--- src/sv/dq_pkg.sv ---
package dq_pkg;

  // Default sizes of the ring.
  localparam int DEF_CAPACITY   = 16;
  localparam int DEF_DATA_WIDTH = 32;

  // Fixed port field widths.
  localparam int REQ_W    = 3;
  localparam int POS_W    = 5;
  localparam int IN_DW    = 32;
  localparam int OUT_DW   = 32;
  localparam int STATUS_W = 2;
  localparam int OCC_W    = 5;

  // Request codes.
  localparam logic [REQ_W-1:0] REQ_PUSH_FRONT = 3'd0;
  localparam logic [REQ_W-1:0] REQ_PUSH_BACK  = 3'd1;
  localparam logic [REQ_W-1:0] REQ_POP_FRONT  = 3'd2;
  localparam logic [REQ_W-1:0] REQ_POP_BACK   = 3'd3;
  localparam logic [REQ_W-1:0] REQ_READ       = 3'd4;
  localparam logic [REQ_W-1:0] REQ_WRITE      = 3'd5;
  localparam logic [REQ_W-1:0] REQ_PEEK_FRONT = 3'd6;
  localparam logic [REQ_W-1:0] REQ_PEEK_BACK  = 3'd7;

  // Status codes.
  localparam logic [STATUS_W-1:0] ST_OK    = 2'd0;
  localparam logic [STATUS_W-1:0] ST_EMPTY = 2'd1;
  localparam logic [STATUS_W-1:0] ST_FULL  = 2'd2;

endpackage

--- src/sv/dq_ram.sv ---
module dq_ram #(
  parameter int DEPTH = 16,
  parameter int WIDTH = 32
) (
  input  logic                     clk,
  input  logic                     we,
  input  logic [$clog2(DEPTH)-1:0] addr,
  input  logic [WIDTH-1:0]         wdata,
  output logic [WIDTH-1:0]         rdata
);

  logic [WIDTH-1:0] mem [DEPTH];

  // Single port, read-first: a write returns the word it replaces.
  always_ff @(posedge clk) begin
    if (we) begin
      mem[addr] <= wdata;
    end
    rdata <= mem[addr];
  end

endmodule

--- src/sv/double_ended_queue.sv ---
// Bounded double-ended queue kept in a single-port ring memory. One item is
// taken on every clock edge at which start is high; busy never rises, so a
// new item may follow in the very next cycle. For each item the memory is
// read and, if needed, written at the same slot, and the head pointer and
// count are updated. Its result appears in the next cycle, for exactly one
// cycle, with out_valid high; the registered read of the ring memory sets
// that delay. The receiver cannot stall the block and must take every
// result in the cycle it is shown.
module double_ended_queue
  import dq_pkg::*;
#(
  parameter int CAPACITY   = DEF_CAPACITY,
  parameter int DATA_WIDTH = DEF_DATA_WIDTH
) (
  input  logic                clk,
  input  logic                rst_n,
  input  logic                start,
  output logic                busy,
  input  logic [REQ_W-1:0]    in_req_type,
  input  logic [POS_W-1:0]    in_position,
  input  logic [IN_DW-1:0]    in_entry_data,
  output logic                out_valid,
  output logic [OUT_DW-1:0]   out_read_data,
  output logic [STATUS_W-1:0] out_status,
  output logic [OCC_W-1:0]    out_occupancy
);

  localparam int PTR_W = $clog2(CAPACITY);
  localparam int CNT_W = $clog2(CAPACITY + 1);
  localparam int SUM_W = CNT_W + 1;
  localparam int CMP_W = (CNT_W > POS_W) ? CNT_W : POS_W;

  logic [PTR_W-1:0]      head_r, head_nxt;
  logic [CNT_W-1:0]      count_r, count_nxt;
  logic                  out_valid_r;
  logic [STATUS_W-1:0]   status_r, status_nxt;
  logic [OCC_W-1:0]      occ_r;
  logic                  data_sel_r, data_sel_nxt;

  logic                  acc;
  logic                  empty, full;
  logic [CMP_W-1:0]      pos_ext, cnt_ext, cnt_nxt_ext;
  logic                  pos_lt, pos_eq;
  logic [CNT_W-1:0]      offset;
  logic [SUM_W-1:0]      sum;
  logic [SUM_W-1:0]      sum_wrap;
  logic [PTR_W-1:0]      slot_off;
  logic [PTR_W-1:0]      head_inc, head_dec;

  logic                  ram_we;
  logic                  ram_we_sel;
  logic [PTR_W-1:0]      ram_addr;
  logic [63:0]           wr_wide, rd_wide;
  logic [DATA_WIDTH-1:0] ram_wdata, ram_rdata;

  // Every request is finished in the cycle it is taken.
  assign busy = 1'b0;
  assign acc  = start;

  assign empty = (count_r == '0);
  assign full  = (count_r == CNT_W'(CAPACITY));

  // Position checks against the current count.
  assign pos_ext = CMP_W'(in_position);
  assign cnt_ext = CMP_W'(count_r);
  assign pos_lt  = (pos_ext < cnt_ext);
  assign pos_eq  = (pos_ext == cnt_ext);

  // Offset from the front for the slot that this request touches.
  always_comb begin
    case (in_req_type) inside
      REQ_PUSH_BACK:                offset = count_r;
      REQ_POP_BACK, REQ_PEEK_BACK:  offset = count_r - 1'b1;
      REQ_READ, REQ_WRITE:          offset = pos_ext[CNT_W-1:0];
      default:                      offset = '0;
    endcase
  end

  // Head plus offset, wrapped once around the ring.
  assign sum      = SUM_W'(head_r) + SUM_W'(offset);
  assign sum_wrap = (sum >= SUM_W'(CAPACITY)) ? sum - SUM_W'(CAPACITY) : sum;
  assign slot_off = sum_wrap[PTR_W-1:0];

  assign head_inc = (head_r == PTR_W'(CAPACITY - 1)) ? '0 : head_r + 1'b1;
  assign head_dec = (head_r == '0) ? PTR_W'(CAPACITY - 1) : head_r - 1'b1;

  // Request decode: memory access, status and the next pointer and count.
  always_comb begin
    ram_we_sel   = 1'b0;
    ram_addr     = slot_off;
    status_nxt   = ST_OK;
    head_nxt     = head_r;
    count_nxt    = count_r;
    data_sel_nxt = 1'b0;
    unique case (in_req_type)
      REQ_PUSH_FRONT: begin
        if (full) begin
          status_nxt = ST_FULL;
        end else begin
          ram_we_sel = 1'b1;
          ram_addr   = head_dec;
          head_nxt   = head_dec;
          count_nxt  = count_r + 1'b1;
        end
      end
      REQ_PUSH_BACK: begin
        if (full) begin
          status_nxt = ST_FULL;
        end else begin
          ram_we_sel = 1'b1;
          count_nxt  = count_r + 1'b1;
        end
      end
      REQ_POP_FRONT: begin
        if (empty) begin
          status_nxt = ST_EMPTY;
        end else begin
          ram_addr     = head_r;
          data_sel_nxt = 1'b1;
          head_nxt     = head_inc;
          count_nxt    = count_r - 1'b1;
        end
      end
      REQ_POP_BACK: begin
        if (empty) begin
          status_nxt = ST_EMPTY;
        end else begin
          data_sel_nxt = 1'b1;
          count_nxt    = count_r - 1'b1;
        end
      end
      REQ_READ: begin
        if (pos_lt) begin
          data_sel_nxt = 1'b1;
        end else begin
          status_nxt = ST_EMPTY;
        end
      end
      REQ_WRITE: begin
        if (pos_lt) begin
          // Replace in place; the read-first port returns the old word.
          ram_we_sel   = 1'b1;
          data_sel_nxt = 1'b1;
        end else if (pos_eq) begin
          if (full) begin
            status_nxt = ST_FULL;
          end else begin
            ram_we_sel = 1'b1;
            count_nxt  = count_r + 1'b1;
          end
        end else begin
          status_nxt = ST_EMPTY;
        end
      end
      REQ_PEEK_FRONT: begin
        if (empty) begin
          status_nxt = ST_EMPTY;
        end else begin
          ram_addr     = head_r;
          data_sel_nxt = 1'b1;
        end
      end
      REQ_PEEK_BACK: begin
        if (empty) begin
          status_nxt = ST_EMPTY;
        end else begin
          data_sel_nxt = 1'b1;
        end
      end
      default: begin
        status_nxt = ST_EMPTY;
      end
    endcase
  end

  assign ram_we    = acc & ram_we_sel;
  assign wr_wide   = 64'(in_entry_data);
  assign ram_wdata = wr_wide[DATA_WIDTH-1:0];

  dq_ram #(
    .DEPTH (CAPACITY),
    .WIDTH (DATA_WIDTH)
  ) u_ram (
    .clk   (clk),
    .we    (ram_we),
    .addr  (ram_addr),
    .wdata (ram_wdata),
    .rdata (ram_rdata)
  );

  // Ring pointer, count and result strobe.
  always_ff @(posedge clk) begin
    if (!rst_n) begin
      head_r      <= '0;
      count_r     <= '0;
      out_valid_r <= 1'b0;
    end else begin
      out_valid_r <= acc;
      if (acc) begin
        head_r  <= head_nxt;
        count_r <= count_nxt;
      end
    end
  end

  assign cnt_nxt_ext = CMP_W'(count_nxt);

  // Result fields that travel alongside the memory read.
  always_ff @(posedge clk) begin
    if (acc) begin
      status_r   <= status_nxt;
      occ_r      <= cnt_nxt_ext[OCC_W-1:0];
      data_sel_r <= data_sel_nxt;
    end
  end

  assign rd_wide       = 64'(ram_rdata);
  assign out_valid     = out_valid_r;
  assign out_read_data = data_sel_r ? rd_wide[OUT_DW-1:0] : '0;
  assign out_status    = status_r;
  assign out_occupancy = occ_r;

  // Every accepted item gives a result in the next cycle.
  a_result_follows: assert property (@(posedge clk) disable iff (!rst_n)
    start |=> out_valid)
    else $error("accepted item produced no result");

  // The count never goes past the ring size.
  a_count_bound: assert property (@(posedge clk) disable iff (!rst_n)
    count_r <= CNT_W'(CAPACITY))
    else $error("element count exceeds capacity");

  // A full status is only reported when the ring was full.
  a_full_status: assert property (@(posedge clk) disable iff (!rst_n)
    (out_valid && out_status == ST_FULL) |-> ($past(count_r) == CNT_W'(CAPACITY)))
    else $error("full status on a ring that was not full");

  // Failed requests return zero data.
  a_fail_zero: assert property (@(posedge clk) disable iff (!rst_n)
    (out_valid && out_status != ST_OK) |-> (out_read_data == '0))
    else $error("failed request returned nonzero data");

endmodule

--- config.mk ---
export PLATFORM = sky130hd
export DESIGN_NAME = double_ended_queue
export DESIGN_NICKNAME = d
export VERILOG_FILES = /design/src/sv/dq_pkg.sv /design/src/sv/dq_ram.sv /design/src/sv/double_ended_queue.sv
export SDC_FILE = /design/constraint.sdc
export NUM_CORES = 1
export LEC_CHECK = 0
export ABC_AREA = 1
export BUFFER_PORTS_ARGS = -buffer_cell sky130_fd_sc_hd__buf_4
export CAP_MARGIN = 0
export CORE_MARGIN = 4
export CORE_UTILIZATION = 56
export DETAILED_ROUTE_END_ITERATION = 8
export PLACE_DENSITY = 0.76
export SYNTH_ARGS = -nofsm -noshare
export SYNTH_HDL_FRONTEND = slang
export SYNTH_HIERARCHICAL = 1
export SYNTH_SLANG_ARGS = --single-unit
--- constraint.sdc ---
create_clock -name clk -period 4.1 [get_ports clk]
set_input_delay 0.41 -clock clk [delete_from_list [all_inputs] [get_ports clk]]
set_output_delay 0.41 -clock clk [all_outputs]
set_load 0.05 [all_outputs]
After elaboration in Yosys (flattened, before gate mapping)
Memory sizes are Yosys's and may differ from the RTL's. A register that Yosys moved wholly into a read port is not among the register bits.
Index checks and enable logic that the tools add are counted.
- bits in registers: 18
- bits in writable memories: 512
- bits of input ports: 43
- output and inout bits: 41
- word-level logic and storage cells: 72
- memories kept: 1
- memory list (name ; words ; bits a word ; rd ports ; clocked after Yosys merged registers in ; write ports ; RTL line ; source):
    u_ram.mem ; 16 ; 32 ; 1 ; 1 ; 1 ; dq_ram.sv:12 ; logic [WIDTH-1:0] mem [DEPTH];
- $add $sub $neg: 6
- order comparisons: 2
- eq/ne operators: 12
- multiplexer cells: 33
- bitwise logic cells: 1
- reduce and logical (&&, ||, !) cells: 11
- operators by type and width (kind ; number):
    two-way mux 5 bit ; 7
    two-way mux 32 bit ; 1
    two-way mux 4 bit ; 7
    case mux 4 bit (2 select lines) ; 2
    case mux 5 bit (3 select lines) ; 1
    == test 3 bit, second input constant ; 4
    OR reduction 2 bit ; 5
    two-way mux 1 bit ; 9
    case mux 2 bit (4 select lines) ; 1
    subtractor 4 x 1 -> 4 bit, second input constant ; 2
    adder 4 x 5 -> 6 bit ; 1
    == test 3 x 2 -> 1 bit, second input constant ; 2
    >= comparator 6 x 5 -> 1 bit, second input constant ; 1
    two-way mux 2 bit ; 3
    adder 5 x 1 -> 5 bit, second input constant ; 1
    == test 5 bit ; 1
    == test 5 bit, second input constant ; 1
    zero test 5 bit ; 1
    < comparator 5 bit ; 1
    subtractor 5 x 1 -> 5 bit, second input constant ; 1
    adder 4 x 1 -> 4 bit, second input constant ; 1
    == test 4 bit, second input constant ; 1
    zero test 4 bit ; 1
    inequality test 2 bit, second input constant ; 2
    other kinds (7) ; 8

Logic depth before layout (Yosys ltp)
Gate-level depths: netlist of the first run.
- word-level depth: 10
- depth in mapped cells: 25
- mapped depth without buffers: 23

By module
The synthesis of the first run kept the hierarchy.
- by module, submodules not included (module ; times used ; cells an instance ; area an instance (um^2) ; sequential area each (um^2)):
    dq_ram ; 1 ; 2113 ; 22213.8 ; 16015.4
    double_ended_queue ; 1 ; 316 ; 1910.6 ; 440.4

Least setup slack after synthesis of the first run
No wires, ideal clock.
- path type: reg-to-reg
- start: reg count_r[0] (netlist: cnt_ext[0])
- end: mem u_ram.mem[4][0], enable pin
- library setup time: 421 ps
- data arrival time: 4069 ps
- required time: 3679 ps
- slack: -390 ps
- stages on the path, launching flop included: 20
- buffers on the path: 1
- period minus slack after synthesis: 4490 ps
- path through: dfxtp_1 inv_1 ha_1 xnor2_1 nor2_1 a211oi_1 a21oi_1 ha_1 a21oi_1 nand3_1 nand2_1 nand3_1 nand2_1 o21ai_0 nand2_1 inv_1 nor2_1 buf_2 inv_1 nor2_1
- word-level cells in the longest chain between the ends: 8
- elaborated cells between the ends (all ways): 21
- those cells by class: 3 x add/sub; 2 x order compare; 2 x eq/ne; 12 x mux; 1 x bitwise; 1 x reduce/logical
- ends and longest elaborated chain (what ; RTL line ; source):
    from (decl) ; double_ended_queue.sv:34 ; logic [CNT_W-1:0] count_r, count_nxt;
    from (signal assigned) ; double_ended_queue.sv:201 ; count_r <= count_nxt;
    subtractor 5 x 1 -> 5 bit ; double_ended_queue.sv:73 ; REQ_POP_BACK, REQ_PEEK_BACK: offset = count_r - 1'b1;
    two-way mux 5 bit (2 in series) ; double_ended_queue.sv:71 ; case (in_req_type) inside
    adder 4 x 5 -> 6 bit ; double_ended_queue.sv:80 ; assign sum = SUM_W'(head_r) + SUM_W'(offset);
    >= comparator 6 x 5 -> 1 bit / subtractor 4 x 1 -> 4 bit (equally long branches) ; double_ended_queue.sv:81 ; assign sum_wrap = (sum >= SUM_W'(CAPACITY)) ? sum - SUM_W'(CAPACITY) : sum;
    two-way mux 4 bit ; double_ended_queue.sv:81 ;
    two-way mux 4 bit, on equally long branches ; double_ended_queue.sv:115, double_ended_queue.sv:156, double_ended_queue.sv:97 ;
    case mux 4 bit (2 select lines) * ; double_ended_queue.sv:95 ; unique case (in_req_type)
    via ram_addr[3] ; double_ended_queue.sv:52 ; logic [PTR_W-1:0] ram_addr;
    to (decl) ; dq_ram.sv:12 ;
Mark *: on every way through the listed nets, which the timed path passes. The rest lies on a longest branch.

Worst setup path in the final report of the first run
- start: reg count_r[0] (netlist: cnt_ext[0])
- end: mem u_ram.mem[13][17], enable pin
Same word-level chain as after synthesis.

==> out/qor.tcl, run 1 <==
set qor(run_status) {completed}
set qor(cts_repair_resize_count) 0
set qor(remaining_drc_errors) 0
set qor(hpwlAfterDp_mm) 32.47
set qor(route.antenna.remaining_nets) 0
set qor(fill_cells) 3223
set qor(detail_route.iter0.violations) 1586
set qor(dr.max_layer_used) {met4}
set qor(routed-via-count) 16690
set qor(combinational_family_with_the_most_area_after_synthesis) {simple AND/OR/NAND/NOR gates}
set qor(worstSkewPairLatency_ns) 0.61
set qor(htreeDepth) 2
set qor(buffer_ports.inserted) 82
set qor(critical_path.max_fanout) 12
set qor(synthSimpleGateAreaFrac_pct) 24.54
set qor(cell_area_synth_sq_mm) 0.02412
set qor(initial_antenna_violation_count) 0
set qor(timing.slew.headroom_pct) 33.86
set qor(worst_setup_hold_path_clk_slew_ns) 0.07
set qor(grt_max_degree) 122
set qor(die_area_sq_mm) 0.04646
set qor(ys_seq_area_share_pct) 68.21
set qor(timing.setup.tns_ns) 0
set qor(fin_ws_ns) 0.4642
set qor(final_cell_mix) {1476 x nand2_1, 520 x edfxtp_1, 137 x inv_1}
set qor(dp_worst_setup_slack_ns) 0.3510
set qor(syn-instance-count) 2429
set qor(cts-buffers-inserted) 55
set qor(postSynthAreaPerCell_sq_um) 9.932
set qor(post_synth_fa_ha_maj_area_fraction_pct) 0.7054
set qor(most_common_library_cell_in_the_layout_ignoring_fill_and_taps) {nand2_1}
set qor(critical_path_buf_inv_count) 4
set qor(ff_latch_area_sq_mm) 0.01646
set qor(final_max_slew_viol_count) 0
set qor(vdd_ir_drop_max_mv) 0.4820
set qor(synth-compound-area-share_pct) 1.048
set qor(cts_tree) {built}
set qor(grt_overflow) 0
set qor(finalWeightedCongestion) 0.8409
set qor(post_synth_mux_area_share_pct) 0
set qor(finalHoldViolations) 0
set qor(path_cells) {inv_1 > ha_1 > xnor2_1 > nor2_1 > a211oi_1 > a21oi_1 > ha_1 > a21oi_1 > nand3_1 > nand2_1 > inv_1 > nand2_1 > nand2_1 > o21ai_0 > nand2_1 > inv_1 > nand2_1 > nor2_4 > buf_4}
set qor(via_per_inst) 5.384
set qor(postLayoutCoreUtil_pct) 64.90
set qor(drt-pass1-iter-count) 8
set qor(syn-num-nets) 2485
set qor(cp-end-kind) {flip-flop}
set qor(detailroute.wirelength.met2_mm) 27.98
set qor(routed_wire_length_on_met3_mm) 4.734
set qor(fin_skew_ns) 0.02426
set qor(floorplan.io_pins) 84
set qor(worst_path_dominant_cell_family) {simple AND/OR/NAND/NOR gates}
set qor(synthesis.yosys.warnings) 6
set qor(setup-violations-final) 0
set qor(cp_data_arrival_time_ns) 3.92
set qor(criticalPathCategory) {reg -> reg}
set qor(routed_wire_length_mm) 58.25
set qor(start_kind) {flip-flop}
set qor(postCtsSetupBuffers) 0
set qor(root_buffer_master) {clkbuf_16}
set qor(crit_slowest_cell) {dfxtp_1}
set qor(areaGrowthSynthToFinish_pct) 13.61
set qor(power.static_leakage_nw) 11.96
set qor(max_slew.worst_pin.slew_ns) 0.9921
set qor(post-route-min-period_ns) 3.636
set qor(post-place-cells) 2998
set qor(worst_path_most_repeated_cell) {nand2_1}
set qor(pwr_density_cell_mw_per_mm2) 516.6
set qor(die_height_um) 215.6
set qor(clock.fmax_mhz) 275.0
set qor(setup_repair_after_global_routing_missed_its_margin) {no}
set qor(maxCapViolations) 0
set qor(fin_cells) 3100
set qor(combined_area_of_the_multi_input_logic_cells_sq_mm) 0.006578
set qor(antennaDiodeCount) 0
set qor(grt_first_pass_wirelength_mm) 91.40
set qor(worst-endpoint-required_ns) 4.38
set qor(final_net_count) 2572
set qor(final.period_utilization_pct) 88.68
set qor(yosysUniqueCellTypes) 40
set qor(sum_of_routed_wire_segments_on_met1_mm) 23.72
set qor(crit_path_max_incr_delay_ns) 0.33
set qor(initial_cell_density_of_the_core_pct) 57.13
set qor(first_global_vias) 16470
set qor(grt_util_all_layers_pct) 25.15
set qor(cts_hold_repair.buffers) 0
set qor(min-delay-path-class) {in -> reg}
set qor(drive_above_1_share_pct) 9.762
set qor(num_rows) 75
set qor(ff_latch_count_synth) 562
set qor(ctsLongestPathBuffers) 3
set qor(core_region_area_sq_mm) 0.04223
set qor(clock-sinks) 562
set qor(synth-xor-area-share_pct) 0.2541
set qor(die_x_um) 215.6
set qor(avgRoutedWirePerCell_um) 18.79
## cells in the mapped netlist, drive strengths merged
cell type  number  area (sq um)
fa              1         20.02
nand3          29         145.1
o21ai          14         73.82
xnor2           2         17.52
a21o            1         7.510
edfxtp        520         15610
nor3            1         5.000
nand3b          1         7.510
o211ai          1         7.510
a31oi           1         6.260
inv           143         544.3
conb            1         3.750
a211oi          1         7.510
xor2            5         43.79
a21oi          19         95.09
o21bai          1         7.510
o221ai          4         35.03
or2             1         6.260
nand2        1481          5577
clkbuf         13         48.80
buf            93         664.4
clkinv          1         3.750
o22ai           2         12.51
nor2           36         160.2
ha             12         150.1
dfxtp          42         840.8
nand4           3         18.77
## per-layer routing
metal	global-route usage, %	vias up
li1	-	7927
met1	35.02	7911
met2	41.11	718
met3	3.615	133
met4	8.868	0
met5	0	-
## area by class of cell
cell class | count | area share (%)
Tap cell | 539 | 2.461
Multi-Input combinational cell | 1617 | 24.00
Inverter | 144 | 2.009
Sequential cell | 562 | 60.04
Clock buffer | 80 | 5.665
Timing Repair Buffer | 136 | 5.003
Clock inverter | 22 | 0.8217
## state kept, by name, indices dropped and copies added (netlist names)
register       cells
head_r             4
out_valid          1
out_occupancy      5
u_ram/mem        512
u_ram/rdata       32
cnt_ext            5
out_status         2
data_sel_r         1
## metrics by stage
stage               instance area (sq um)  hold WS, ns  power, W
floorplan                           24150       0.4950  0.008508
global placement                    25630       0.5591  0.009234
detailed placement                  25630       0.5582  0.009281
CTS                                 27410      0.04712   0.01423
global route                        27410      0.08781   0.01478
finish                              27410      0.07141   0.01416
## power breakdown
group | leakage, nW | internal, W | total, W | switching [W]
Clock | 0.863 | 0.00288 | 0.00498 | 0.00210
Combinational | 6.06 | 0.000723 | 0.00260 | 0.00188
Sequential | 5.04 | 0.00648 | 0.00658 | 0.0000994
## worst register-to-register path, stage by stage (launching register included)
cell      delay (ns)
dfxtp_1         0.33
inv_1           0.08
ha_1            0.24
xnor2_1         0.21
nor2_1          0.06
a211oi_1        0.16
a21oi_1         0.08
ha_1            0.32
a21oi_1         0.20
nand3_1         0.09
nand2_1         0.09
inv_1           0.04
nand2_1         0.07
nand2_1         0.05
o21ai_0         0.08
nand2_1         0.12
inv_1           0.22
nand2_1         0.33
nor2_4          0.25
buf_4           0.29
## worst paths after layout
path	slack, ns	start	cells after the start	to
setup / recovery	0.46	cnt_ext[0]$_SDFFE_PN0P_	19	u_ram/mem[13][17]$_DFFE_PP_
hold / removal	0.07	rst_n	3	out_valid$_SDFF_PN0_
setup reg to reg	0.46	cnt_ext[0]$_SDFFE_PN0P_	19	u_ram/mem[13][17]$_DFFE_PP_
hold reg to reg	0.57	head_r[3]$_SDFFE_PN0P_	2	head_r[3]$_SDFFE_PN0P_
## kinds of logic after synthesis
kind of cell | Yosys count
fa+ha+maj | 13
simple gates | 1552
xor+xnor | 7
flops | 562
other cells | 1
compound gates | 44
buf+inv | 250
No activity file was read; power rests on OpenSTA's default activity.
==> inputs of run 2 (changes only) <==
==> constraint.sdc (replaced) <==
create_clock -name clk -period 4.1 [get_ports clk]
set_input_delay 0.205 -clock clk [delete_from_list [all_inputs] [get_ports clk]]
set_output_delay 0.205 -clock clk [all_outputs]
set_load 0.05 [all_outputs]
==> out/qor.tcl, run 2 (synthesis results as in run 1) <==
set qor(via_per_inst) 5.303 ;# was 5.384
set qor(worstSkewPairLatency_ns) 0.61 ;# about the same
set qor(avgRoutedWirePerCell_um) 18.18 ;# was 18.79 um
set qor(htreeDepth) 2 ;# unchanged
set qor(cts_tree) {built} ;# unchanged
set qor(criticalPathCategory) {reg -> reg} ;# unchanged
set qor(largest_register) {u_ram/mem} ;# unchanged
set qor(grt_first_pass_wirelength_mm) 89.37 ;# was 91.40 mm
set qor(clock.fmax_mhz) 269.1 ;# was 275.0 MHz
set qor(finalHoldViolations) 0 ;# unchanged
set qor(remaining_drc_errors) 0 ;# unchanged
set qor(grt_util_all_layers_pct) 24.34 ;# was 25.15%
set qor(hpwlAfterDp_mm) 32.35 ;# was 32.47 mm
set qor(drive_above_1_share_pct) 10.21 ;# was 9.762%
set qor(layout_top_registers) {u_ram/mem (512), u_ram/rdata (32)} ;# unchanged
set qor(ctsLongestPathBuffers) 3 ;# unchanged
set qor(detail_route.iter0.violations) 1506 ;# was 1586
set qor(min-delay-start) {in_req_type[2]} ;# was rst_n
set qor(cts-buffers-inserted) 56 ;# was 55
set qor(root_buffer_master) {clkbuf_16} ;# unchanged
set qor(run_status) {completed} ;# unchanged
set qor(worst_setup_hold_path_clk_slew_ns) 0.06 ;# was 0.07 ns
set qor(fin_skew_ns) 0.01318 ;# was 0.02426 ns
set qor(fill_cells) 3096 ;# was 3223
set qor(first_global_vias) 16650 ;# was 16.47k
set qor(buffer_ports.inserted) 82 ;# unchanged
set qor(die_height_um) 215.6 ;# unchanged
set qor(grt_overflow) 0 ;# unchanged
set qor(setup-violations-final) 0 ;# unchanged
set qor(drt-pass1-iter-count) 6 ;# was 8
set qor(crit_slowest_cell) {o221ai_1} ;# was dfxtp_1
set qor(most_common_library_cell_in_the_layout_ignoring_fill_and_taps) {nand2_1} ;# unchanged
set qor(cp_data_arrival_time_ns) 3.99 ;# was 3.92 ns
set qor(antennaDiodeCount) 0 ;# unchanged
set qor(max_slew.worst_pin.slew_ns) 1.013 ;# was 0.9921 ns
set qor(final_cell_mix) {1474 x nand2_1, 520 x edfxtp_1, 136 x inv_1} ;# was 1476 x nand2_1, 520 x edfxtp_1, 137 x inv_1
set qor(routed-via-count) 16630 ;# was 16.69k
set qor(pwr_density_cell_mw_per_mm2) 519.3 ;# was 516.6 mW/mm^2
set qor(post-layout-total-power_w) 0.01440 ;# was 0.01416 W
set qor(routed_wire_length_mm) 57.00 ;# was 58.25 mm
set qor(path_cells) {inv_1 > ha_1 > o211ai_1 > o21ai_0 > inv_1 > fa_1 > xnor2_1 > o221ai_1 > inv_1 > nor2_4 > inv_1 > nor2_4 > buf_4} ;# was inv_1 > ha_1 > xnor2_1 > nor2_1 > a211oi_1 > a21oi_1 > ha_1 > a21oi_1 > nand3_1 > nand2_1 > inv_1 > nand2_1 > nand2_1 > o21ai_0 > nand2_1 > inv_1 > nand2_1 > nor2_4 > buf_4
set qor(min-delay-path-class) {in -> reg} ;# unchanged
set qor(worst_r2r_endpoint) {u_ram/mem[5][11]$_DFFE_PP_} ;# was u_ram/mem[13][17]$_DFFE_PP_
set qor(worst-endpoint-required_ns) 4.37 ;# was 4.38 ns
set qor(hold-path-cell-count) 5 ;# was 3
set qor(setup_repair_after_global_routing_missed_its_margin) {no} ;# unchanged
set qor(final_max_slew_viol_count) 0 ;# unchanged
set qor(postCtsSetupBuffers) 0 ;# unchanged
set qor(dp_worst_setup_slack_ns) 0.2692 ;# was 0.3510 ns
set qor(initial_cell_density_of_the_core_pct) 57.13 ;# unchanged
set qor(timing.slew.headroom_pct) 32.49 ;# was 33.86%
set qor(die_x_um) 215.6 ;# unchanged
set qor(floorplan.io_pins) 84 ;# unchanged
set qor(crit_path_max_incr_delay_ns) 0.54 ;# was 0.33 ns
set qor(grt_max_degree) 118 ;# was 122
set qor(core_region_area_sq_mm) 0.04223 ;# unchanged
set qor(critical_path.max_fanout) 15 ;# was 12
set qor(initial_antenna_violation_count) 0 ;# unchanged
set qor(worst_path_dominant_cell_family) {buffers and inverters} ;# was simple AND/OR/NAND/NOR gates
set qor(worst_path_most_repeated_cell) {inv_1} ;# was nand2_1
set qor(post-route-min-period_ns) 3.716 ;# was 3.636 ns
set qor(whs_endpoint) {cnt_ext[2]$_SDFFE_PN0P_} ;# was out_valid$_SDFF_PN0_
set qor(die_area_sq_mm) 0.04646 ;# unchanged
set qor(route.antenna.remaining_nets) 0 ;# unchanged
set qor(areaGrowthSynthToFinish_pct) 14.97 ;# was 13.61%
set qor(fin_ws_ns) 0.3835 ;# was 0.4642 ns
set qor(clock-sinks) 562 ;# unchanged
set qor(vdd_ir_drop_max_mv) 0.4922 ;# was 0.4820 mV
set qor(worst_hold_slack_after_final_layout_ns) 0.07319 ;# was 0.07141 ns
set qor(final_net_count) 2605 ;# was 2572
set qor(critical_path_buf_inv_count) 5 ;# was 4
set qor(finalWeightedCongestion) 0.8335 ;# was 0.8409
set qor(power.static_leakage_nw) 12.12 ;# was 11.96 nW
set qor(num_rows) 75 ;# unchanged
set qor(start_kind) {flip-flop} ;# unchanged
set qor(largest_register_ffs) 512 ;# unchanged
set qor(final.period_utilization_pct) 90.65 ;# was 88.68%
set qor(maxCapViolations) 0 ;# unchanged
set qor(cp-end-kind) {flip-flop} ;# unchanged
set qor(crit-reg2reg-launch) {cnt_ext[0]$_SDFFE_PN0P_} ;# unchanged
set qor(timing.reg2reg.worst_path_depth) 13 ;# was 19
set qor(timing.reg2reg.setup_slack_ns) 0.38 ;# was 0.46 ns
[run 2: changes by cell type in the layout (fill, tap and decap cells not counted), moves of 2 or more]
cell	change
dlygate4sd3_1	+35
clkinv_1	+4
bufinv_16	+3
nand2_2	+2
clkinvlp_4	+3
buf_6	+3
nand2_1	-2
clkbuf_1	-16
clkinv_2	+5
buf_4	+5
buf_12	-11
clkbuf_8	+3
[run 2: tightest hold or removal path, stage by stage]
cell	delay, ns
buf_4	0.16
nand3_1	0.11
nand4_1	0.09
nand2_1	0.04
inv_1	0.04
[run 2: metrics by stage]
step                std cells  util, %  instance area (sq um)  TNS [ns]
finish                   3135    65.68                  27740         0
global route             3135    65.68                  27740         0
CTS                      3135    65.64                  27720         0
detailed placement       2995    60.31                  25470         0
global placement         2995    60.31                  25470         0
floorplan                2429        -                  24140    -86.19
[run 2: cell type report]
class                   instances  area [sq um]  area share [%]
multi-input cells            1617          6583           23.73
flip-flops and latches        562         16460           59.33
well taps                     539         674.4           2.431
repair buffers                168          1573           5.670
inverters                     144         550.5           1.985
clock inverters                39         391.6           1.412
clock buffers                  66          1509           5.440
[run 2: worst max path at each step]
stage                                        from                           to  cells after the start  slack [ns]
after floorplan           cnt_ext[0]$_SDFFE_PN0P_    u_ram/mem[5][0]$_DFFE_PP_                     19       -0.39
after global placement    cnt_ext[0]$_SDFFE_PN0P_  u_ram/mem[11][13]$_DFFE_PP_                     19        0.32
after detailed placement  cnt_ext[0]$_SDFFE_PN0P_   u_ram/mem[9][27]$_DFFE_PP_                     19        0.27
after CTS                 cnt_ext[0]$_SDFFE_PN0P_   u_ram/mem[11][0]$_DFFE_PP_                     19        0.23
after global routing      cnt_ext[0]$_SDFFE_PN0P_   u_ram/mem[1][15]$_DFFE_PP_                     21        0.01
final                     cnt_ext[0]$_SDFFE_PN0P_   u_ram/mem[5][11]$_DFFE_PP_                     13        0.38
[run 2: where the power goes]
group | switching [W] | total (W) | leakage [nW] | internal [W]
clock network | 0.00212 | 0.00519 | 0.927 | 0.00307
logic | 0.00192 | 0.00265 | 6.15 | 0.000735
registers | 0.0000863 | 0.00656 | 5.04 | 0.00648
[run 2: what timing repair did]
item,in CTS,in global routing
gates resized for setup,0,6
hold buffers,35,0
endpoints found under the hold margin,530,0
endpoints found under the setup margin,0,360
[run 2: per-layer routing]
metal	track usage, %	share of wire [%]
met5	0	0
met4	8.568	3.0
met3	3.685	6.9
met2	41.43	49
met1	32.26	41
